File: config.mk
export PLATFORM = sky130hd
export DESIGN_NAME = rau_datapath
export DESIGN_NICKNAME = d
export VERILOG_FILES = /design/src/rau_pkg.sv /design/src/rau_datapath.sv
export SDC_FILE = /design/constraint.sdc
export NUM_CORES = 2
export LEC_CHECK = 0
export BUFFER_PORTS_ARGS = -buffer_cell sky130_fd_sc_hd__buf_2
export CORE_UTILIZATION = 57
export CTS_CLUSTER_SIZE = 14
export DETAILED_ROUTE_END_ITERATION = 10
export PLACE_DENSITY_LB_ADDON = 0.12
export SYNTH_ARGS = -nofsm -noshare
export SYNTH_HDL_FRONTEND = slang
export SYNTH_SLANG_ARGS = --single-unit
File: constraint.sdc
create_clock -name clk -period 19.8 [get_ports clk]
set_input_delay 2.97 -clock clk [delete_from_list [all_inputs] [get_ports clk]]
set_output_delay 2.97 -clock clk [all_outputs]
set_load 0.005 [all_outputs]
File: src/rau_pkg.sv
// Shared types and constants for the rational arithmetic unit.
// No dependencies.
`timescale 1ns / 1ps
package rau_pkg;
    localparam int DEF_WIDTH = 32;
    localparam int MW = 2 * DEF_WIDTH + 1;

    typedef enum logic [2:0] {
        FN_NORM = 3'd0,
        FN_ADD  = 3'd1,
        FN_SUB  = 3'd2,
        FN_MUL  = 3'd3,
        FN_DIV  = 3'd4
    } func_t;

    localparam logic [1:0] ST_OK   = 2'd0;
    localparam logic [1:0] ST_ZDEN = 2'd1;
    localparam logic [1:0] ST_OVF  = 2'd2;

    typedef enum logic [3:0] {
        CMD_NONE,
        CMD_LOAD,
        CMD_MUL1,
        CMD_MUL2,
        CMD_SUM,
        CMD_GCD_INIT,
        CMD_DIV_INIT,
        CMD_DIV_STEP,
        CMD_GCD_NEXT,
        CMD_QN_INIT,
        CMD_QD_INIT,
        CMD_FINISH
    } cmd_t;

    typedef struct packed {
        logic div_done;
        logic gcd_done;
        logic zden;
    } stat_t;
endpackage

File: src/rau_datapath.sv
// Datapath of the rational arithmetic unit: operand registers, one shared
// multiplier, a restoring divider used for the Euclidean GCD and the reduction.
// Depends on rau_pkg.
`timescale 1ns / 1ps
module rau_datapath #(
    parameter int WIDTH = rau_pkg::DEF_WIDTH
) (
    input  logic                clk,
    input  logic                rst_n,
    input  rau_pkg::cmd_t       cmd,
    input  logic [2:0]          func_in,
    input  logic [4*32-1:0]     opnd,
    output rau_pkg::stat_t      stat,
    output logic [31:0]         res_num,
    output logic [30:0]         res_den,
    output logic [1:0]          status
);
    import rau_pkg::*;
    localparam int W2 = 2 * WIDTH + 1;
    localparam int CW = $clog2(W2 + 1);

    logic [WIDTH:0] an_reg, ad_reg, bn_reg, bd_reg;
    logic an_s_reg, ad_s_reg, bn_s_reg, bd_s_reg;
    logic [2:0] fn_reg;
    logic [W2-1:0] p1_reg, p2_reg, num_reg, den_reg;
    logic num_s_reg, p1_s_reg, p2_s_reg;
    logic [W2-1:0] x_reg, y_reg, g_reg;
    logic [W2-1:0] rem_reg, quo_reg, dvd_reg, dvs_reg;
    logic [CW-1:0] cnt_reg;
    logic [W2-1:0] qn_reg;
    logic [1:0] qsel_reg;
    logic [31:0] rn_reg;
    logic [30:0] rd_reg;
    logic [1:0] st_reg;

    function automatic logic [WIDTH:0] mag_of(input logic [31:0] raw);
        logic [WIDTH-1:0] v;
        v = raw[WIDTH-1:0];
        return v[WIDTH-1] ? ({1'b0, ~v} + 1'b1) : {1'b0, v};
    endfunction

    logic [WIDTH:0] ma, mb;
    logic ma_s, mb_s;
    logic [2*WIDTH+1:0] prod_full;
    logic [W2-1:0] prod;
    logic [W2:0] trial;
    logic [W2-1:0] lim;
    logic fbin;

    assign fbin = (fn_reg >= FN_ADD) && (fn_reg <= FN_DIV);
    assign lim = {{(W2-WIDTH){1'b0}}, 1'b1, {(WIDTH-1){1'b0}}};

    always_comb
    begin
        ma = an_reg; ma_s = an_s_reg; mb = bd_reg; mb_s = bd_s_reg;
        if (cmd == CMD_MUL2)
        begin
            unique case (fn_reg)
                FN_ADD, FN_SUB:
                begin
                    ma = bn_reg; ma_s = bn_s_reg ^ (fn_reg == FN_SUB); mb = ad_reg;
                    mb_s = ad_s_reg;
                end
                FN_MUL:
                begin
                    ma = an_reg; ma_s = an_s_reg; mb = bn_reg; mb_s = bn_s_reg;
                end
                default:
                begin
                    ma = an_reg; ma_s = an_s_reg; mb = bd_reg; mb_s = bd_s_reg;
                end
            endcase
        end
        else if (cmd == CMD_SUM)
        begin
            ma = ad_reg; ma_s = ad_s_reg;
            mb = (fn_reg == FN_DIV) ? bn_reg : bd_reg;
            mb_s = (fn_reg == FN_DIV) ? bn_s_reg : bd_s_reg;
        end
        // products are at most 2^(2*WIDTH-2), so the top bit is always clear
        prod_full = ma * mb;
        prod = prod_full[W2-1:0];
    end

    assign trial = {rem_reg, dvd_reg[W2-1]} - {1'b0, dvs_reg};

    assign stat.zden = (ad_reg == '0) || (fbin && bd_reg == '0)
                     || (fn_reg == FN_DIV && bn_reg == '0);
    assign stat.div_done = (cnt_reg == '0);
    assign stat.gcd_done = (y_reg == '0);

    always_ff @(posedge clk or negedge rst_n)
    begin
        if (!rst_n)
        begin
            cnt_reg <= '0;
            st_reg <= ST_OK;
        end
        else
        begin
            unique case (cmd)
                CMD_LOAD:
                begin
                    fn_reg <= func_in;
                    an_reg <= mag_of(opnd[31:0]);   an_s_reg <= opnd[WIDTH-1];
                    ad_reg <= mag_of(opnd[63:32]);  ad_s_reg <= opnd[32+WIDTH-1];
                    bn_reg <= mag_of(opnd[95:64]);  bn_s_reg <= opnd[64+WIDTH-1];
                    bd_reg <= mag_of(opnd[127:96]); bd_s_reg <= opnd[96+WIDTH-1];
                end
                CMD_MUL1:
                begin
                    p1_reg <= prod; p1_s_reg <= ma_s ^ mb_s;
                end
                CMD_MUL2:
                begin
                    p2_reg <= prod; p2_s_reg <= ma_s ^ mb_s;
                end
                CMD_SUM:
                begin
                    // den magnitude from third product for two-operand kinds; numerator by kind
                    if (fbin)
                    begin
                        den_reg <= prod;
                        if (fn_reg == FN_MUL || fn_reg == FN_DIV)
                        begin
                            num_reg <= p2_reg;
                            num_s_reg <= p2_s_reg ^ ma_s ^ mb_s;
                        end
                        else if (p1_s_reg == p2_s_reg)
                        begin
                            num_reg <= p1_reg + p2_reg;
                            num_s_reg <= p1_s_reg ^ ma_s ^ mb_s;
                        end
                        else if (p1_reg >= p2_reg)
                        begin
                            num_reg <= p1_reg - p2_reg;
                            num_s_reg <= p1_s_reg ^ ma_s ^ mb_s;
                        end
                        else
                        begin
                            num_reg <= p2_reg - p1_reg;
                            num_s_reg <= p2_s_reg ^ ma_s ^ mb_s;
                        end
                    end
                    else
                    begin
                        num_reg <= {{(W2-WIDTH-1){1'b0}}, an_reg};
                        den_reg <= {{(W2-WIDTH-1){1'b0}}, ad_reg};
                        num_s_reg <= an_s_reg ^ ad_s_reg;
                    end
                end
                CMD_GCD_INIT:
                begin
                    x_reg <= den_reg; y_reg <= num_reg;
                    if (num_reg == '0) num_s_reg <= 1'b0;
                end
                CMD_DIV_INIT, CMD_QN_INIT, CMD_QD_INIT:
                begin
                    rem_reg <= '0;
                    cnt_reg <= CW'(W2);
                    unique case (cmd)
                        CMD_DIV_INIT:
                        begin
                            dvd_reg <= x_reg; dvs_reg <= y_reg; qsel_reg <= 2'd0;
                        end
                        CMD_QN_INIT:
                        begin
                            g_reg <= x_reg;
                            dvd_reg <= num_reg; dvs_reg <= x_reg; qsel_reg <= 2'd1;
                        end
                        default:
                        begin
                            qn_reg <= quo_reg;
                            dvd_reg <= den_reg; dvs_reg <= g_reg; qsel_reg <= 2'd2;
                        end
                    endcase
                end
                CMD_DIV_STEP:
                begin
                    cnt_reg <= cnt_reg - 1'b1;
                    dvd_reg <= {dvd_reg[W2-2:0], 1'b0};
                    if (!trial[W2])
                    begin
                        rem_reg <= trial[W2-1:0];
                        quo_reg <= {quo_reg[W2-2:0], 1'b1};
                    end
                    else
                    begin
                        rem_reg <= {rem_reg[W2-2:0], dvd_reg[W2-1]};
                        quo_reg <= {quo_reg[W2-2:0], 1'b0};
                    end
                end
                CMD_GCD_NEXT:
                begin
                    x_reg <= y_reg; y_reg <= rem_reg;
                end
                CMD_FINISH:
                begin
                    if (stat.zden)
                    begin
                        st_reg <= ST_ZDEN; rn_reg <= '0; rd_reg <= '0;
                    end
                    else if (quo_reg > lim - 1'b1 || qn_reg > (num_s_reg ? lim : lim - 1'b1))
                    begin
                        st_reg <= ST_OVF; rn_reg <= '0; rd_reg <= '0;
                    end
                    else
                    begin
                        st_reg <= ST_OK;
                        rn_reg <= num_s_reg ? 32'(-qn_reg) : qn_reg[31:0];
                        rd_reg <= quo_reg[30:0];
                    end
                end
                default:
                begin
                end
            endcase
        end
    end

    assign res_num = rn_reg;
    assign res_den = rd_reg;
    assign status = st_reg;

`ifndef SYNTHESIS
    a_div_cnt: assert property (@(posedge clk) disable iff (!rst_n)
        cmd == CMD_DIV_STEP |-> cnt_reg != '0)
        else $error("divider stepped past its last bit");
    a_qsel: assert property (@(posedge clk) disable iff (!rst_n)
        cmd == CMD_DIV_STEP |-> qsel_reg != 2'd3)
        else $error("divider running with no owner");
    a_sign: assert property (@(posedge clk) disable iff (!rst_n)
        cmd == CMD_FINISH && st_reg == ST_OK |=> !(res_num == 32'd0 && status == ST_OK
        && res_den == 31'd0))
        else $error("ok result with zero denominator");
`endif
endmodule

* Yosys cells after proc, flatten, opt, wreduce, memory -nomap -nowiden
Index checks and enable logic that the tools add are counted.
W data, S select, Z words.
** Storage, ports and cells
- Register bits after elaboration :: 994
- Output and inout port bits :: 68
** Cells by class
- Equal/unequal tests :: 17
- $add $sub $neg :: 10
- Bitwise gates (word level) :: 12
- Order comparisons :: 5
- $mul :: 1
- Reduce and logical (&&, ||, !) cells :: 32
- Multiplexer cells :: 42
** Operators by type and width (number)
- $pmux W65 S2 :: 6
- $mux W33 :: 8
- $mux W65 :: 4
- $add A32 B1 Y33 const B :: 4
- $logic_not A65 Y1 :: 2
- $sub A65 B65 Y65 :: 2
- $not A32 Y32 :: 4
- $mux W31 :: 4
- $logic_not A33 Y1 :: 3
- $pmux W33 S2 :: 1
- $sub A66 B65 Y66 :: 1
- $add A65 B65 Y65 :: 1
- $ge A65 B65 Y1 :: 1
- $gt A65 B31 Y1 const B :: 1
- $gt A65 B32 Y1 :: 1
- $mul A33 B33 Y65 :: 1
- $mux W32 :: 2
- $neg A32 Y32 :: 1
- $reduce_and A2 Y1 :: 9
- $eq A4 B3 Y1 const B :: 4
- $eq A4 B4 Y1 const B :: 4
- $pmux W7 S2 :: 1
- $mux W1 :: 12
- $reduce_and A3 Y1 :: 3
- 20 further kinds :: 39

* Logic depth before layout (Yosys ltp)
- Depth in word-level cells :: 11
- Mapped depth :: 41
- Mapped depth without buffers :: 37

* Worst setup path before layout
Ideal clock, no wire load.
- Path kind :: input to register
- From :: input cmd[2]
- To :: register den_reg[64] (data pin)
- Arrival time :: 11.867 ns
- Required time :: 19.545 ns
- Setup slack :: 7.678 ns
- Cell stages on the path :: 40
- Path through :: nor2_1 > nand3_1 > or3_1 > clkbuf_1 > buf_2 > buf_1 > o22a_1 > o21ai_1 > clkbuf_1 > nor2_1 > fa_1 > inv_1 > fa_1 > inv_1 > fa_1 > inv_1 > fa_1 > inv_1 > (+4 left out) > fa_1 > inv_1 > fa_1 > inv_1 > ha_1 > buf_2 > nand4_1 > inv_1 > a211oi_1 > o31ai_1 > a41oi_1 > o221a_2 > nand3b_1 > o41ai_4 > a311o_1 > a21oi_1 > xnor2_1 > and2_1
** On the way
- Longest elaborated chain between the ends :: 4
- Elaborated cells between the ends (all ways) :: 7
** Ends and longest elaborated chain
- start: declaration :: line rau_datapath.sv:10 : input rau_pkg::cmd_t cmd,
- $eq A4 B3 Y1 :: line rau_datapath.sv:74 : else if (cmd == CMD_SUM)
- $mux W33 :: line rau_datapath.sv:74
- $mux W33 :: line rau_datapath.sv:56 : if (cmd == CMD_MUL2)
- $mul A33 B33 Y65 (*) :: line rau_datapath.sv:81 : prod_full = ma * mb;
- net prod_full[64] :: line rau_datapath.sv:44 : logic [2*WIDTH+1:0] prod_full;
- end signal: assignment :: line rau_datapath.sv:123 : den_reg <= prod;
- end signal: assignment :: line rau_datapath.sv:148 : den_reg <= {{(W2-WIDTH-1){1'b0}}, ad_reg};
- end: declaration :: line rau_datapath.sv:25 : logic [W2-1:0] p1_reg, p2_reg, num_reg, den_reg;
Mark *: on every way through the listed nets, which the timed path passes. The rest lies on a longest branch.
A chain may end at the register's enable or synchronous reset.

* Final worst setup path
- From :: input cmd[2]
- To :: register den_reg[59] (data pin)
Same word-level chain as after synthesis.

==> out/results.txt <==
status -> complete, no violations
vias per std cell -> 6.258
H-tree Lvls -> 3
relative slew slack -> 10.36%
Die H -> 404.1 um
Max Slew Vio Count -> 0
post-synthesis area per instance -> 9.679 sq um
Max-Cap Viols -> 0
Placer Congestion -> 1.042
fin crit period -> 14.01 ns
setup TNS -> 0 ns
core area -> 160600 sq um
total global-route track usage -> 38.78%
Hold Vio Cnt, Final -> 0
DR vias -> 73590
Synth cell types -> 99
Synth Cell Area -> 92150 sq um
drt initial violations -> 9003
DP HPWL -> 244600 um
EDFF count, synth -> 985
Die Width -> 404.1 um
Synth top area share -> 32.10%
achievable frequency -> 0.07137 GHz
global route overflow -> 0
Syn Inst Count -> 9521
CP max FO -> 66
die area -> 163300 sq um
post-CTS resize count -> 0
top_reg_cell synth -> edfxtp_1
clk_lat worst skew -> 0.81 ns
simple-gate area share of the yosys netlist -> 13.53%
multiplexer share of the synthesized area -> 1.956%
Final setup viols -> 0
post-CTS setup buffers -> 0
Crit-path slowest cell -> o21a_1
Initial Utilization -> 57.39%
fin crit share -> 70.76%
initial antenna violation count -> 16
Wirelength per Cell -> 26.83 um
Syn. warnings -> 0
leading area contributor after synthesis -> edfxtp_1
critical path arrival -> 14.59 ns
antenna-violating nets left -> 0
worst-margin pin slew -> 1.345 ns
largest net degree at the start of global routing -> 93
I/O pin cnt -> 205
TritonCTS clock tree -> built
CP required -> 20.38 ns
share of cells above drive strength 1 -> 7.830%
TritonCTS Sinks -> 994
sequential share of the synthesized area -> 32.34%
post-cts hold buffer count -> 0
DRC -> 0
xor-xnor portion of the synthesized cell area -> 3.127%
Worst Hold Class -> flip-flop to flip-flop
Clock Tree Root -> clkbuf_16
global-route wire length before repair -> 470200 um
FP Rows -> 147
Setup crit end kind -> flip-flop
clk slew on worst S/H paths -> 0.06 ns
CTS Buf Count -> 106
RSZ-0062 raised after global routing -> false
WL final -> 315500 um
final net count -> 11150
Crit path top cell by count -> fa_1
Crit path largest cell delay -> 1.03 ns
# port buffers -> 204
Fillers -> 13650
Longest Clk Path Bufs -> 3
largest family of logic cells by synthesized area -> adder cells
kind of critical path -> input port to flip-flop
Final Skew -> 0.1193 ns
Area contributors post-synth -> edfxtp_1 (32%), fa_1 (21%), ha_1 (7.5%)
Synth Area in Compound Gates -> 13.11%
crit path launch type -> input port
DRT Pass-1 Iters -> 7
asr flop ratio synth -> 0.9054%
number of synthesized register bits -> 994
vias in the first global route -> 73490
synthesis-to-finish area growth -> 7.224%
adder-cell share of the synthesized area -> 28.43%
==> metal layers <==
layer / part of all wire [%] / GRT usage (%) / wire length (um) / vias up
met5: 0.011 / 0 / 35 / -
met4: 5.6 / 18.56 / 17800 / 6
met3: 9.9 / 7.422 / 31260 / 739
met2: 44 / 58.84 / 139100 / 4040
met1: 40 / 53.76 / 127300 / 36730
li1: - / - / - / 32070
==> path summary, 6_finish.rpt <==
path | from | to | slack [ns] | depth (start not counted)
worst max-delay path | cmd[2] | den_reg[59] | 5.79 | 31
worst min-delay path | x_reg[44] | g_reg[44] | 0.45 | 0
worst max register to register | fn_reg[0] | den_reg[59] | 6.69 | 32
worst min register to register | x_reg[44] | g_reg[44] | 0.45 | 0
max in group asynchronous | rst_n | status[0] | 17.34 | 1
min in group asynchronous | rst_n | cnt_reg[2] | 2.11 | 1
==> cells in the final DEF, fill, tap and decap left out, types with 60 or more instances in the layout <==
| cell type | instances |
|---|---|
| buf_4 | 138 |
| a21oi_1 | 457 |
| o31ai_1 | 79 |
| a21o_1 | 132 |
| xnor2_1 | 241 |
| a22oi_1 | 159 |
| clkbuf_16 | 106 |
| inv_1 | 1337 |
| mux2_2 | 133 |
| ha_1 | 556 |
| nand3_1 | 72 |
| xor2_1 | 84 |
| edfxtp_1 | 985 |
| nand2_1 | 1129 |
| o22a_1 | 60 |
| a31oi_1 | 113 |
| buf_2 | 204 |
| o21ai_0 | 308 |
| o21bai_1 | 66 |
| nand4_1 | 82 |
| o21a_1 | 88 |
| nor4_1 | 100 |
| fa_1 | 961 |
| nor2_1 | 1019 |
| nor3_1 | 86 |
==> synth_stat cells (21+ instances only) <==
| master | count |
|---|---|
| o21bai_1 | 66 |
| buf_2 | 39 |
| ha_1 | 556 |
| buf_1 | 31 |
| o22ai_1 | 35 |
| a211oi_1 | 40 |
| xor2_1 | 86 |
| o41ai_1 | 21 |
| nand2_1 | 1131 |
| or3_1 | 51 |
| or2_2 | 23 |
| nand4_1 | 82 |
| clkbuf_1 | 395 |
| nand2b_1 | 51 |
| a21o_1 | 132 |
| nor3_1 | 89 |
| edfxtp_1 | 985 |
| o31ai_1 | 80 |
| a31oi_1 | 113 |
| a22oi_1 | 159 |
| a21oi_1 | 458 |
| o21ai_1 | 49 |
| and3_1 | 50 |
| or4_1 | 38 |
| fa_1 | 961 |
| and2_1 | 54 |
| o21ai_0 | 323 |
| nand3_1 | 72 |
| xnor2_1 | 243 |
| nor2_1 | 1027 |
| mux2_2 | 133 |
| o21a_1 | 90 |
| nor4_1 | 101 |
| mux2i_1 | 29 |
| inv_1 | 1338 |
| nor2b_1 | 34 |
| o22a_1 | 60 |
| o211ai_1 | 44 |
==> cell families (layout without fill, tap and decap cells) <==
kind of cell | after synthesis | count (layout)
AOI/OAI and AO/OA | 1845 | 1845
DFF | 994 | 994
muxes | 163 | 163
adders and majority gates | 1517 | 1517
xor gates and xnor gates | 329 | 329
and+or+nand+nor | 2857 | 2857
buffers and inverters | 1815 | 1882
other | 1 | 12
==> worst max-delay path: cells and delay by family <==
family | cells | cell delay (ns)
buf+inv | 6 | 1.10
compound gates | 5 | 2.24
simple gates | 10 | 2.98
xor+xnor | 1 | 0.61
fa+ha+maj | 9 | 4.59
==> cell type report <==
class	instances	area, sq um	share of cell area (%)
multi-input combinational	6715	55750	56.42
clock buffer	121	2709	2.741
tap	2160	2703	2.735
inverter	1341	5034	5.094
timing repair buffer	342	2057	2.082
clock inverter	78	735.7	0.7445
sequential	994	29800	30.16
antenna	8	20.02	0.02026
==> through the flow <==
| stage | hold WS, ns | instance area (sq um) | worst slack [ns] | util [%] | cells |
|---|---|---|---|---|---|
| floorplan | 0.4268 | 92170 | 7.678 | - | 9524 |
| global placement | 0.4408 | 95350 | 5.667 | 59.38 | 11550 |
| detailed placement | 0.4437 | 95350 | 5.436 | 59.38 | 11550 |
| CTS | 0.4409 | 98790 | 6.186 | 61.53 | 11750 |
| global route | 0.4547 | 98800 | 5.565 | 61.53 | 11750 |
| finish | 0.4513 | 98810 | 5.789 | 61.54 | 11760 |
Power is left out: the tool's default activity adds up to more than one toggle a clock period on the data nets, which glitch-free logic cannot reach.
