### config.mk
export PLATFORM = sky130hd
export DESIGN_NAME = rau_ctrl
export DESIGN_NICKNAME = d
export VERILOG_FILES = /design/src/rau_pkg.sv /design/src/rau_ctrl.sv
export SDC_FILE = /design/constraint.sdc
export NUM_CORES = 1
export LEC_CHECK = 0
export BUFFER_PORTS_ARGS = -buffer_cell sky130_fd_sc_hd__buf_4
export CORE_UTILIZATION = 25
export CTS_CLUSTER_SIZE = 14
export DETAILED_ROUTE_END_ITERATION = 7
export SLEW_MARGIN = 20
export SYNTH_ARGS = -nofsm -noshare
export SYNTH_HDL_FRONTEND = slang
export SYNTH_SLANG_ARGS = --single-unit
### constraint.sdc
create_clock -name clk -period 1.45 [get_ports clk]
set_input_delay 0.145 -clock clk [delete_from_list [all_inputs] [get_ports clk]]
set_output_delay 0.145 -clock clk [all_outputs]
set_load 0.02 [all_outputs]
### src/rau_pkg.sv
// Shared types and constants for the rational arithmetic unit.
// No dependencies.
`timescale 1ns / 1ps
package rau_pkg;
    localparam int DEF_WIDTH = 32;
    localparam int MW = 2 * DEF_WIDTH + 1;

    typedef enum logic [2:0] {
        FN_NORM = 3'd0,
        FN_ADD  = 3'd1,
        FN_SUB  = 3'd2,
        FN_MUL  = 3'd3,
        FN_DIV  = 3'd4
    } func_t;

    localparam logic [1:0] ST_OK   = 2'd0;
    localparam logic [1:0] ST_ZDEN = 2'd1;
    localparam logic [1:0] ST_OVF  = 2'd2;

    typedef enum logic [3:0] {
        CMD_NONE,
        CMD_LOAD,
        CMD_MUL1,
        CMD_MUL2,
        CMD_SUM,
        CMD_GCD_INIT,
        CMD_DIV_INIT,
        CMD_DIV_STEP,
        CMD_GCD_NEXT,
        CMD_QN_INIT,
        CMD_QD_INIT,
        CMD_FINISH
    } cmd_t;

    typedef struct packed {
        logic div_done;
        logic gcd_done;
        logic zden;
    } stat_t;
endpackage

### src/rau_ctrl.sv
// Sequencer for the rational arithmetic unit: handshakes and datapath commands.
// Depends on rau_pkg.
`timescale 1ns / 1ps
module rau_ctrl (
    input  logic            clk,
    input  logic            rst_n,
    input  logic            in_valid,
    output logic            in_ready,
    output logic            out_valid,
    input  logic            out_ready,
    input  rau_pkg::stat_t  stat,
    output rau_pkg::cmd_t   cmd
);
    import rau_pkg::*;
    typedef enum logic [3:0] {
        S_IDLE, S_MUL1, S_MUL2, S_SUM, S_GINIT, S_GTEST, S_GDIV, S_GNEXT,
        S_QNRUN, S_QD, S_QDRUN, S_FIN, S_OUT
    } state_t;
    state_t state_reg;
    logic ovalid_reg;

    assign in_ready = (state_reg == S_IDLE);
    assign out_valid = ovalid_reg;

    always_comb
    begin
        unique case (state_reg)
            S_IDLE:  cmd = in_valid ? CMD_LOAD : CMD_NONE;
            S_MUL1:  cmd = CMD_MUL1;
            S_MUL2:  cmd = CMD_MUL2;
            S_SUM:   cmd = CMD_SUM;
            // a zero denominator finishes right after the products
            S_GINIT: cmd = stat.zden ? CMD_FINISH : CMD_GCD_INIT;
            S_GTEST: cmd = stat.gcd_done ? CMD_QN_INIT : CMD_DIV_INIT;
            S_GDIV:  cmd = stat.div_done ? CMD_GCD_NEXT : CMD_DIV_STEP;
            S_QNRUN: cmd = stat.div_done ? CMD_QD_INIT : CMD_DIV_STEP;
            S_QDRUN: cmd = stat.div_done ? CMD_FINISH : CMD_DIV_STEP;
            default: cmd = CMD_NONE;
        endcase
    end

    always_ff @(posedge clk or negedge rst_n)
    begin
        if (!rst_n)
        begin
            state_reg <= S_IDLE;
            ovalid_reg <= 1'b0;
        end
        else
        begin
            unique case (state_reg)
                S_IDLE:  if (in_valid) state_reg <= S_MUL1;
                S_MUL1:  state_reg <= S_MUL2;
                S_MUL2:  state_reg <= S_SUM;
                S_SUM:   state_reg <= S_GINIT;
                // zero denominators skip the GCD and the reduction
                S_GINIT: state_reg <= stat.zden ? S_QD : S_GTEST;
                S_GTEST: state_reg <= stat.gcd_done ? S_QNRUN : S_GDIV;
                S_GDIV:  if (stat.div_done) state_reg <= S_GTEST;
                S_QNRUN: if (stat.div_done) state_reg <= S_QDRUN;
                S_QD:    state_reg <= S_FIN;
                S_QDRUN:
                begin
                    if (stat.div_done)
                    begin
                        state_reg <= S_OUT; ovalid_reg <= 1'b1;
                    end
                end
                S_FIN:
                begin
                    state_reg <= S_OUT; ovalid_reg <= 1'b1;
                end
                S_OUT:
                begin
                    if (out_ready)
                    begin
                        state_reg <= S_IDLE; ovalid_reg <= 1'b0;
                    end
                end
                default: state_reg <= S_IDLE;
            endcase
        end
    end

    // zero-denominator path issues finish from S_GINIT and then only waits
`ifndef SYNTHESIS
    a_out: assert property (@(posedge clk) disable iff (!rst_n)
        out_valid |-> state_reg == S_OUT)
        else $error("result shown outside output state");
    a_hold: assert property (@(posedge clk) disable iff (!rst_n)
        out_valid && !out_ready |=> out_valid)
        else $error("result dropped");
    a_busy: assert property (@(posedge clk) disable iff (!rst_n)
        out_valid |-> !in_ready)
        else $error("input taken while result pending");
`endif
endmodule

# After elaboration in Yosys (flattened, before gate mapping)
# Index checks and enable logic that the tools add are counted.
[op_classes]
mux = 18
eq_ne = 16
reduce_logical = 4
[ops]
columns = ["cell", "n"]
rows = [
  ["$mux 4", 12],
  ["$pmux 4 s12", 1],
  ["$pmux 4 s9", 1],
  ["$eq 4x4->1 const B", 5],
  ["$eq 4x3->1 const B", 3],
  ["$ne 2x2->1 const B", 5],
  ["$eq 4x2->1 const B", 2],
  ["$reduce_and 5->1", 1],
  ["$eq 4x1->1 const B", 1],
  ["$logic_not 4->1", 1],
  ["$mux 1", 3],
  ["$pmux 1 s3", 1],
  ["$reduce_and 3->1", 1],
  ["$reduce_bool 3->1", 1],
]
[totals]
output_inout_bits = 6
ff_bits = 5
wordCells = 40
inputBits = 7

# Logic depth before layout (Yosys ltp)
# Gate-level depths: netlist of the first run.
[logic_depth]
word_depth = 3
depth_mapped = 5
ltp_nobuf = 4

# Worst setup path after synthesis of the first run
# No wires, ideal clock.
[synth_path]
path_type = "register to output"
start = "register state_reg[1]"
end = "output cmd[1]"
arrival_time_ns = 1.404
t_required_ns = 1.305
n_path_buf = 2
slack_ns = -0.099
path_stages_with_launch = 6
cell_sequence = "dfrtp_1 buf_4 buf_2 o21ai_0 a31oi_1 o21ai_0"
[synth_between]
elab_chain_len = 2
elab_cells_between_ends = 10
classes_between = "eq/ne (8); mux (1); reduce/logical (1)"
[synth_lines]
columns = ["item", "line", "text"]
rows = [
  ["start, declared", "rau_ctrl.sv:19", "state_t state_reg;"],
  ["start signal, assigned", "rau_ctrl.sv:57", "S_GINIT: state_reg <= stat.zden ? S_QD : S_GTEST;"],
  ["start signal, assigned", "rau_ctrl.sv:58", "S_GTEST: state_reg <= stat.gcd_done ? S_QNRUN : S_GDIV;"],
  ["$eq 4x4->1, or another cell as far along", "rau_ctrl.sv:27", "unique case (state_reg)"],
  ["$pmux 4 s9 (*)", "rau_ctrl.sv:27", ""],
  ["end, declared", "rau_ctrl.sv:12", "output rau_pkg::cmd_t cmd"],
]
# Mark *: on every way between the ends. The rest lies on a longest branch, timed or not.

# Final worst setup path of the first run
[layout_path]
start = "register state_reg[0]"
end = "output cmd[2]"
# Same word-level chain as after synthesis.

==> impl_metrics.json, run 1 <==
{
  "status": "finished with violations",
  "violations": "setup timing",
  "peakVddDrop_uv": 935,
  "multiInputGateArea_um2": 387,
  "rows": 16,
  "synth_top_cell_area_share_pct": 22.9,
  "min_period_ns": 1.62,
  "startpoint_type": "register",
  "area_growth_pct": 48.9,
  "layout_common_cells": "buf_4, o21ai_0, nor2_1",
  "cts_buffer_depth": 2,
  "grt_pass1_wl_um": 2880,
  "hold_class": "in2async",
  "power_density_nw_per_um2": 2510,
  "drt_iter0_markers": 25,
  "regArea_um2": 130,
  "end_kind": "output pin",
  "critical_path_required_ns": 1.31,
  "clockRootBuffer": "clkbuf_4",
  "finalNetCount": 105,
  "fp.dieH_um": 48.7,
  "fp.dieW_um": 48.7,
  "worstMarginPinSlew_ns": 0.318,
  "ys_seq_elements": 5,
  "whs_ns": 0.228,
  "total_leakage_power_nw": 0.353,
  "core_um2": 2000,
  "clkTransAtPathRegs_ns": 0.05,
  "rsz0062_at_grt": "true",
  "ios": 13,
  "finClkSkew_ns": 0.00315,
  "drc_errors": 0,
  "worstSetupPathType": "reg2out",
  "finalHoldViolations": 0,
  "largest_reg_flops": 4,
  "dpl.hpwl_um": 1220,
  "wirelength_um": 1700,
  "antenna_found_initial": 0,
  "grt_max_degree": 12,
  "final_common_cell": "buf_4",
  "grt_usage_pct": 15.9,
  "clk_latency_ns": 0.25,
  "fin_crit_sh_pct": 112,
  "n_antenna_cell": 0,
  "synth_nets": 80,
  "dr.pass1.iters": 4,
  "slew_viol_final": 0,
  "synth_area_per_cell_um2": 7.47,
  "io_buffers": 12,
  "wl_per_cell_um": 13.7,
  "fmaxAchievable_ghz": 0.617,
  "ys_types": 31,
  "h-tree-depth": 1,
  "layout.cells.non_filler": 124,
  "yosysTopAreaCell": "dfrtp_1",
  "gp_congestion": 0.907,
  "numCtsBuffers": 3,
  "start_util_pct": 27.2,
  "synthesis.area_um2": 546,
  "place_inst": 116,
  "setup_viol": 5,
  "yosysWarnings": 0,
  "r2r_slack_ns": 0.03,
  "post_route_cells_drive_above_1_share_pct": 44.3,
  "fp.dieArea_um2": 2370,
  "vias": 657,
  "crit_fanout": 4,
  "final_antenna_net_count": 0,
  "maxCapViolations": 0,
  "dp_slack_ns": 0.0368,
  "vias_per_cell": 5.30,
  "cts.sinks": 5,
  "gr-total-overflow": 0,
  "worst_ep_arrival_time_ns": 1.47,
  "relSlewSlack_pct": 78.7,
  "ys_seq_area_share_pct": 22.9,
  "synthTopCellsByArea": "dfrtp_1, o21ai_0, nor2_1",
  "cts_tree": "done",
  "worst_slack_ns": -0.170,
  "nFillCells": 206,
  "grt_pass1_vias": 608,
  "postSynthCellCount": 73
}
[synth_stat cells, drive strengths merged]
| cell type | n |
|---|---|
| o32ai | 1 |
| dfrtp | 5 |
| a211o | 1 |
| a21boi | 1 |
| a32oi | 1 |
| or3 | 1 |
| nor4 | 1 |
| nor2 | 8 |
| a32o | 1 |
| nor2b | 2 |
| o21ai | 12 |
| a21oi | 4 |
| a31oi | 3 |
| buf | 7 |
| nand2b | 4 |
| inv | 4 |
| and3 | 1 |
| nand3 | 2 |
| nor3b | 2 |
| or4 | 1 |
| o22ai | 2 |
| xnor2 | 1 |
| a22oi | 2 |
| mux2 | 1 |
| nand2 | 3 |
| o211ai | 1 |
| mux2i | 1 |
[timing repair]
| item | in CTS | in global routing |
|---|---|---|
| buffers inserted | 3 | 0 |
| pin swaps | 2 | 0 |
| hold buffers | 1 | 0 |
| setup endpoints to repair | 5 | 7 |
| resized for setup | 16 | 2 |
| endpoints found under the hold margin | 5 | 0 |
[power breakdown]
| group | internal, W | switching, W | leakage [nW] |
|---|---|---|---|
| clock | 0.000104 | 0.0000619 | 0.0150 |
| combinational | 0.000759 | 0.000742 | 0.280 |
| sequential | 0.000220 | 0.000154 | 0.0578 |
[path summary, 6_finish.rpt]
path,cells after the start,from,endpoint
setup / recovery,5,state_reg[0]$_DFFE_PN0P_,cmd[2]
hold / removal,2,rst_n,state_reg[3]$_DFFE_PN0P_
setup reg to reg,6,state_reg[2]$_DFFE_PN0P_,state_reg[1]$_DFFE_PN0P_
hold reg to reg,2,out_valid$_DFFE_PN0P_,out_valid$_DFFE_PN0P_
max in group asynchronous,2,rst_n,state_reg[0]$_DFFE_PN0P_
min in group clk,4,out_ready,out_valid$_DFFE_PN0P_
[area by class of cell]
type | count | share of cell area, %
Multi-Input combinational cell | 57 | 47.6
Timing Repair Buffer | 27 | 27.1
Sequential cell | 5 | 16.0
Tap cell | 27 | 4.16
Clock buffer | 4 | 3.24
Inverter | 4 | 1.85
[kinds of logic (layout without fill, tap and decap cells)]
| group | after synthesis | count (layout) | synth area share [%] |
|---|---|---|---|
| flops | 5 | 5 | 22.9 |
| buf+inv | 11 | 35 | 12.4 |
| compound gates | 29 | 29 | 32.6 |
| simple gates | 25 | 25 | 26.6 |
| mux | 2 | 2 | 3.90 |
| xor+xnor | 1 | 1 | 1.61 |
[stage by stage]
stage	TNS [ns]	instance area, µm²	power [W]	utilization (%)
2_1_floorplan	0	546	0.00119	-
3_3_place_gp	0	699	0.00163	34.9
3_5_place_dp	0	699	0.00163	34.9
4_1_cts	-0.423	807	0.00201	40.3
5_1_grt	-0.852	812	0.00219	40.6
6_report	-0.450	812	0.00204	40.6
[worst max-delay path: stages (launching register included)]
cell,delay (ns)
dfrtp_2,0.43
mux2i_2,0.18
mux2_4,0.28
a21oi_2,0.12
o21ai_1,0.07
buf_4,0.15
[routing by layer]
metal  track usage, %  up-vias  part of all wire [%]
li1                 -      317                     -
met2             25.5       30                    50
met5                0        -                     0
met3             2.83        4                   6.1
met1             19.5      306                    42
met4             10.3        0                   1.9
(Power assumes the default switching activity.)
==> run 2, diff against run 1 <==
==> constraint.sdc (replaced) <==
create_clock -name clk -period 1.5 [get_ports clk]
set_input_delay 0.15 -clock clk [delete_from_list [all_inputs] [get_ports clk]]
set_output_delay 0.15 -clock clk [all_outputs]
set_load 0.02 [all_outputs]
==> impl_metrics.json, run 2 (synthesized netlist as in run 1, its figures left out) <==
{
  "final_antenna_net_count": 0,
  "fin_util_pct": 43.6,
  "power_density_nw_per_um2": 2460,
  "grt_pass1_wl_um": 2770,
  "grt_pass1_vias": 655,
  "final_common_cell": "buf_4",
  "gr-total-overflow": 0,
  "combPwrFrac_pct": 76.2,
  "fin_crit_sh_pct": 107,
  "grt_max_degree": 14,
  "fmaxAchievable_ghz": 0.621,
  "numCtsBuffers": 3,
  "sw_frac_of_total_pct": 45.9,
  "cp_top_family": "multiplexers",
  "vias": 681,
  "rsz0062_at_grt": "true",
  "cts_tree": "done",
  "slowest_stage": "dfrtp_2",
  "clk_latency_ns": 0.23,
  "fp.dieH_um": 48.7,
  "setup_tns_ns": -0.247,
  "relSlewSlack_pct": 80.3,
  "slew_viol_final": 0,
  "design_area_um2": 872,
  "finalHoldViolations": 0,
  "vias_per_cell": 5.28,
  "largest_reg_flops": 4,
  "worst_slack_ns": -0.110,
  "wirelength_um": 1770,
  "cts.sinks": 5,
  "end_kind": "output pin",
  "critical_path_buf_inv_count": 1,
  "p_int_w": 0.00116,
  "gp_congestion": 0.896,
  "setup_viol": 4,
  "total_leakage_power_nw": 0.388,
  "h-tree-depth": 1,
  "finClkSkew_ns": 0.00168,
  "netSwitchingPower_w": 0.000985,
  "pwr-share-seq_pct": 16.8,
  "min_period_ns": 1.61,
  "post_route_cells_drive_above_1_share_pct": 48.0,
  "io_buffers": 12,
  "antenna_found_initial": 0,
  "maxCapViolations": 0,
  "drc_errors": 0,
  "drt_iter0_markers": 19,
  "critical_path_required_ns": 1.35,
  "clock_power_share_pct": 6.9,
  "layout_common_cells": "buf_4, o21ai_0, nor2_1",
  "worstPathCellList": "mux2i_2, mux2_4, a21oi_2, o21ai_1, buf_4",
  "n_antenna_cell": 0,
  "area_growth_pct": 59.9,
  "status": "finished with violations",
  "cts_buffer_depth": 2,
  "worstSetupPathType": "reg2out",
  "startpoint_type": "register",
  "clkTransAtPathRegs_ns": 0.04,
  "worstMarginPinSlew_ns": 0.296,
  "critical_path.max_stage_delay_ns": 0.44,
  "grt_usage_pct": 14.9,
  "ios": 13,
  "core_um2": 2000,
  "violations": "setup timing",
  "crit_fanout": 5,
  "wl_per_cell_um": 13.7,
  "fp.dieArea_um2": 2370,
  "peakVddDrop_uv": 893,
  "dr.pass1.iters": 4,
  "layout.cells.non_filler": 129,
  "dpl.hpwl_um": 1160,
  "whs_ns": 0.250,
  "hold_class": "in2async",
  "finalNetCount": 110,
  "start_util_pct": 27.2,
  "clockRootBuffer": "clkbuf_4",
  "fp.dieW_um": 48.7,
  "place_inst": 115,
  "placed_cell_area_um2": 704,
  "rows": 16,
  "worst_ep_arrival_time_ns": 1.46
}
[run 2: changes by cell type in the layout (fill, tap and decap cells not counted), sizes merged]
cell / change
buf: +5
[run 2: final timing paths]
| path | start | end | slack (ns) | depth (start not counted) |
|---|---|---|---|---|
| max | state_reg[0]$_DFFE_PN0P_ | cmd[2] | -0.11 | 5 |
| min | rst_n | state_reg[1]$_DFFE_PN0P_ | 0.25 | 2 |
| max reg2reg | state_reg[1]$_DFFE_PN0P_ | state_reg[1]$_DFFE_PN0P_ | 0.02 | 5 |
| min reg2reg | out_valid$_DFFE_PN0P_ | out_valid$_DFFE_PN0P_ | 0.54 | 2 |
| max in group asynchronous | rst_n | state_reg[2]$_DFFE_PN0P_ | 1.13 | 2 |
| min in group clk | out_ready | out_valid$_DFFE_PN0P_ | 0.26 | 4 |
[run 2: metrics by stage]
stage,worst slack [ns],total power (W)
3_3_place_gp,0.0717,0.00162
3_5_place_dp,0.0690,0.00162
4_1_cts,-0.115,0.00194
2_1_floorplan,0.0535,0.00115
5_1_grt,-0.169,0.00228
6_report,-0.110,0.00215
[run 2: repair_timing]
item | 4_1_cts | 5_1_grt
hold endpoints to repair | 5 | 0
gates cloned | 0 | 0
pin swaps | 1 | 2
endpoints found under the setup margin | 5 | 7
buffers inserted | 4 | 5
hold buffers | 1 | 0
resized for setup | 11 | 10
[run 2: layout make-up]
class / instances / area, µm²
timing repair buffer: 32 / 267
fill: 202 / 1130
clock buffer: 4 / 26.3
inverter: 4 / 15.0
sequential: 5 / 130
tap: 27 / 33.8
multi-input combinational: 57 / 400
[run 2: routing by layer]
layer	GRT usage (%)	wire, µm
met5	0	0
met4	10.3	35
met3	0.943	91
met2	24.8	898
met1	18.2	742
[run 2: power groups by stage]
stage / Sequential [W] / Combinational, W / Clock (W)
after CTS: 0.000347 / 0.00143 / 0.000156
after global placement: 0.000346 / 0.00127 / 0
final: 0.000362 / 0.00164 / 0.000149
after global routing: 0.000370 / 0.00175 / 0.000161
after detailed placement: 0.000347 / 0.00127 / 0
after floorplan: 0.000275 / 0.000876 / 0
==> run 3, diff against run 2 <==
--- a/config.mk
+++ b/config.mk
@@ -6,6 +6,7 @@
 export NUM_CORES = 1
 export LEC_CHECK = 0
 export BUFFER_PORTS_ARGS = -buffer_cell sky130_fd_sc_hd__buf_4
+export CORE_MARGIN = 4
 export CORE_UTILIZATION = 25
 export CTS_CLUSTER_SIZE = 14
 export DETAILED_ROUTE_END_ITERATION = 7
==> impl_metrics.json, run 3 (synthesized netlist as in run 1, its figures left out) <==
{
  "ios": 13,
  "grt_pass1_vias": 650,
  "gp_congestion": 0.876,
  "placed_cell_area_um2": 699,
  "worstPathCellList": "buf_4, buf_6, nand2b_4, a21oi_1, a31oi_1, o21ai_1, buf_4",
  "fp.dieH_um": 54.7,
  "peakVddDrop_uv": 1000,
  "h-tree-depth": 1,
  "critical_path_required_ns": 1.35,
  "wirelength_um": 1890,
  "grt_usage_pct": 13.0,
  "dr.pass1.iters": 4,
  "end_kind": "output pin",
  "drt_iter0_markers": 14,
  "min_period_ns": 1.61,
  "finalHoldViolations": 0,
  "post_route_cells_drive_above_1_share_pct": 56.1,
  "power_density_nw_per_um2": 2450,
  "fp.dieW_um": 54.7,
  "clockRootBuffer": "clkbuf_4",
  "r2r_cells": 5,
  "grt_max_degree": 12,
  "numCtsBuffers": 3,
  "antenna_found_initial": 0,
  "reg2reg_from": "state_reg[2]$_DFFE_PN0P_",
  "final_common_cell": "buf_4",
  "grt_pass1_wl_um": 2700,
  "hold_class": "in2async",
  "cp_top_family": "buffers and inverters",
  "drc_errors": 0,
  "cts.sinks": 5,
  "slowest_stage": "dfrtp_2",
  "cts_buffer_depth": 2,
  "vias": 688,
  "critical_path.max_stage_delay_ns": 0.43,
  "io_buffers": 12,
  "vias_per_cell": 5.13,
  "critical_path_buf_inv_count": 3,
  "clk_latency_ns": 0.23,
  "startpoint_type": "register",
  "relSlewSlack_pct": 82.0,
  "rsz0062_at_grt": "true",
  "r2r_slack_ns": 0.03,
  "start_util_pct": 27.0,
  "area_growth_pct": 71.8,
  "crit_fanout": 7,
  "r2r-end": "state_reg[0]$_DFFE_PN0P_",
  "violations": "setup timing",
  "fin_crit_sh_pct": 107,
  "crit_start": "state_reg[0]$_DFFE_PN0P_",
  "cp-endpoint": "cmd[1]",
  "n_antenna_cell": 0,
  "setup_viol": 5,
  "slew_viol_final": 0,
  "place_inst": 116,
  "whs_ns": 0.244,
  "dp_slack_ns": 0.0395,
  "path_common_cell": "buf_4",
  "finalNetCount": 115,
  "worstMarginPinSlew_ns": 0.267,
  "cp.depth": 7,
  "core_um2": 2020,
  "fmaxAchievable_ghz": 0.622,
  "clkTransAtPathRegs_ns": 0.04,
  "gr-total-overflow": 0,
  "cts_tree": "done",
  "status": "finished with violations",
  "largest_reg_flops": 4,
  "maxCapViolations": 0,
  "final_antenna_net_count": 0,
  "layout.cells.non_filler": 134,
  "finClkSkew_ns": 0.000210,
  "total_leakage_power_nw": 0.422,
  "worst_ep_arrival_time_ns": 1.46,
  "rows": 16,
  "worstSetupPathType": "reg2out",
  "wl_per_cell_um": 14.1,
  "fp.dieArea_um2": 2990,
  "worst_slack_ns": -0.108,
  "fin_util_pct": 46.3,
  "dpl.hpwl_um": 1170,
  "layout_common_cells": "buf_4, nor2_1, o21ai_0, buf_6",
  "design_area_um2": 937
}
-- run 3: cell types whose count changed in the layout (fill, tap and decap cells not counted), moves of 2 or more --
cell,change
o21ai_0,-2
a21oi_2,+2
nor3b_1,-2
o21ai_2,+2
a21oi_1,-2
buf_4,+3
buf_6,+3
-- run 3: how the worst min path moves through the flow --
stage                               end  slack (ns)  depth (start not counted)
3_5_place_dp   state_reg[2]$_DFFE_PN0P_       -0.05                          1
2_1_floorplan     out_valid$_DFFE_PN0P_       -0.15                          0
6_report       state_reg[2]$_DFFE_PN0P_        0.24                          2
5_1_grt           out_valid$_DFFE_PN0P_        0.27                          2
3_3_place_gp   state_reg[2]$_DFFE_PN0P_       -0.05                          1
4_1_cts           out_valid$_DFFE_PN0P_        0.23                          4
-- run 3: report_power, final --
| part | switching, W | internal (W) | total, W |
|---|---|---|---|
| registers | 0.000134 | 0.000213 | 0.000347 |
| clock network | 0.0000471 | 0.000100 | 0.000147 |
| logic | 0.000867 | 0.000936 | 0.00180 |
| total | 0.00105 | 0.00125 | 0.00230 |
-- run 3: timing repair --
item | 4_1_cts | 5_1_grt
endpoints found under the setup margin | 5 | 7
pin swaps | 1 | 6
hold buffers | 1 | 0
buffers inserted | 10 | 3
gates resized for setup | 16 | 18
endpoints found under the hold margin | 5 | 0
-- run 3: worst reg2reg max path: cells and delay by family (launching register included) --
family	cells	cell delay [ns]
flops	1	0.49
compound gates	2	0.20
buf+inv	2	0.29
simple gates	1	0.35
-- run 3: through the flow --
stage | TNS [ns] | total power, W
2_1_floorplan | 0 | 0.00115
3_3_place_gp | 0 | 0.00158
6_report | -0.388 | 0.00230
5_1_grt | -0.741 | 0.00245
4_1_cts | -0.170 | 0.00203
3_5_place_dp | 0 | 0.00158
-- run 3: routing by layer --
layer | global-route usage (%) | share of wire [%] | vias up
li1 | - | - | 332
met1 | 14.4 | 42 | 330
met2 | 22.0 | 51 | 24
met3 | 2.45 | 5.6 | 2
met4 | 9.13 | 0.79 | 0
met5 | 0 | 0 | -
-- run 3: cell type report --
class                      count  area [µm²]
inverter                       4        15.0
sequential                     5         130
multi-input combinational     57         429
fill                         204        1080
clock buffer                   4        26.3
timing repair buffer          37         303
tap                           27        33.8
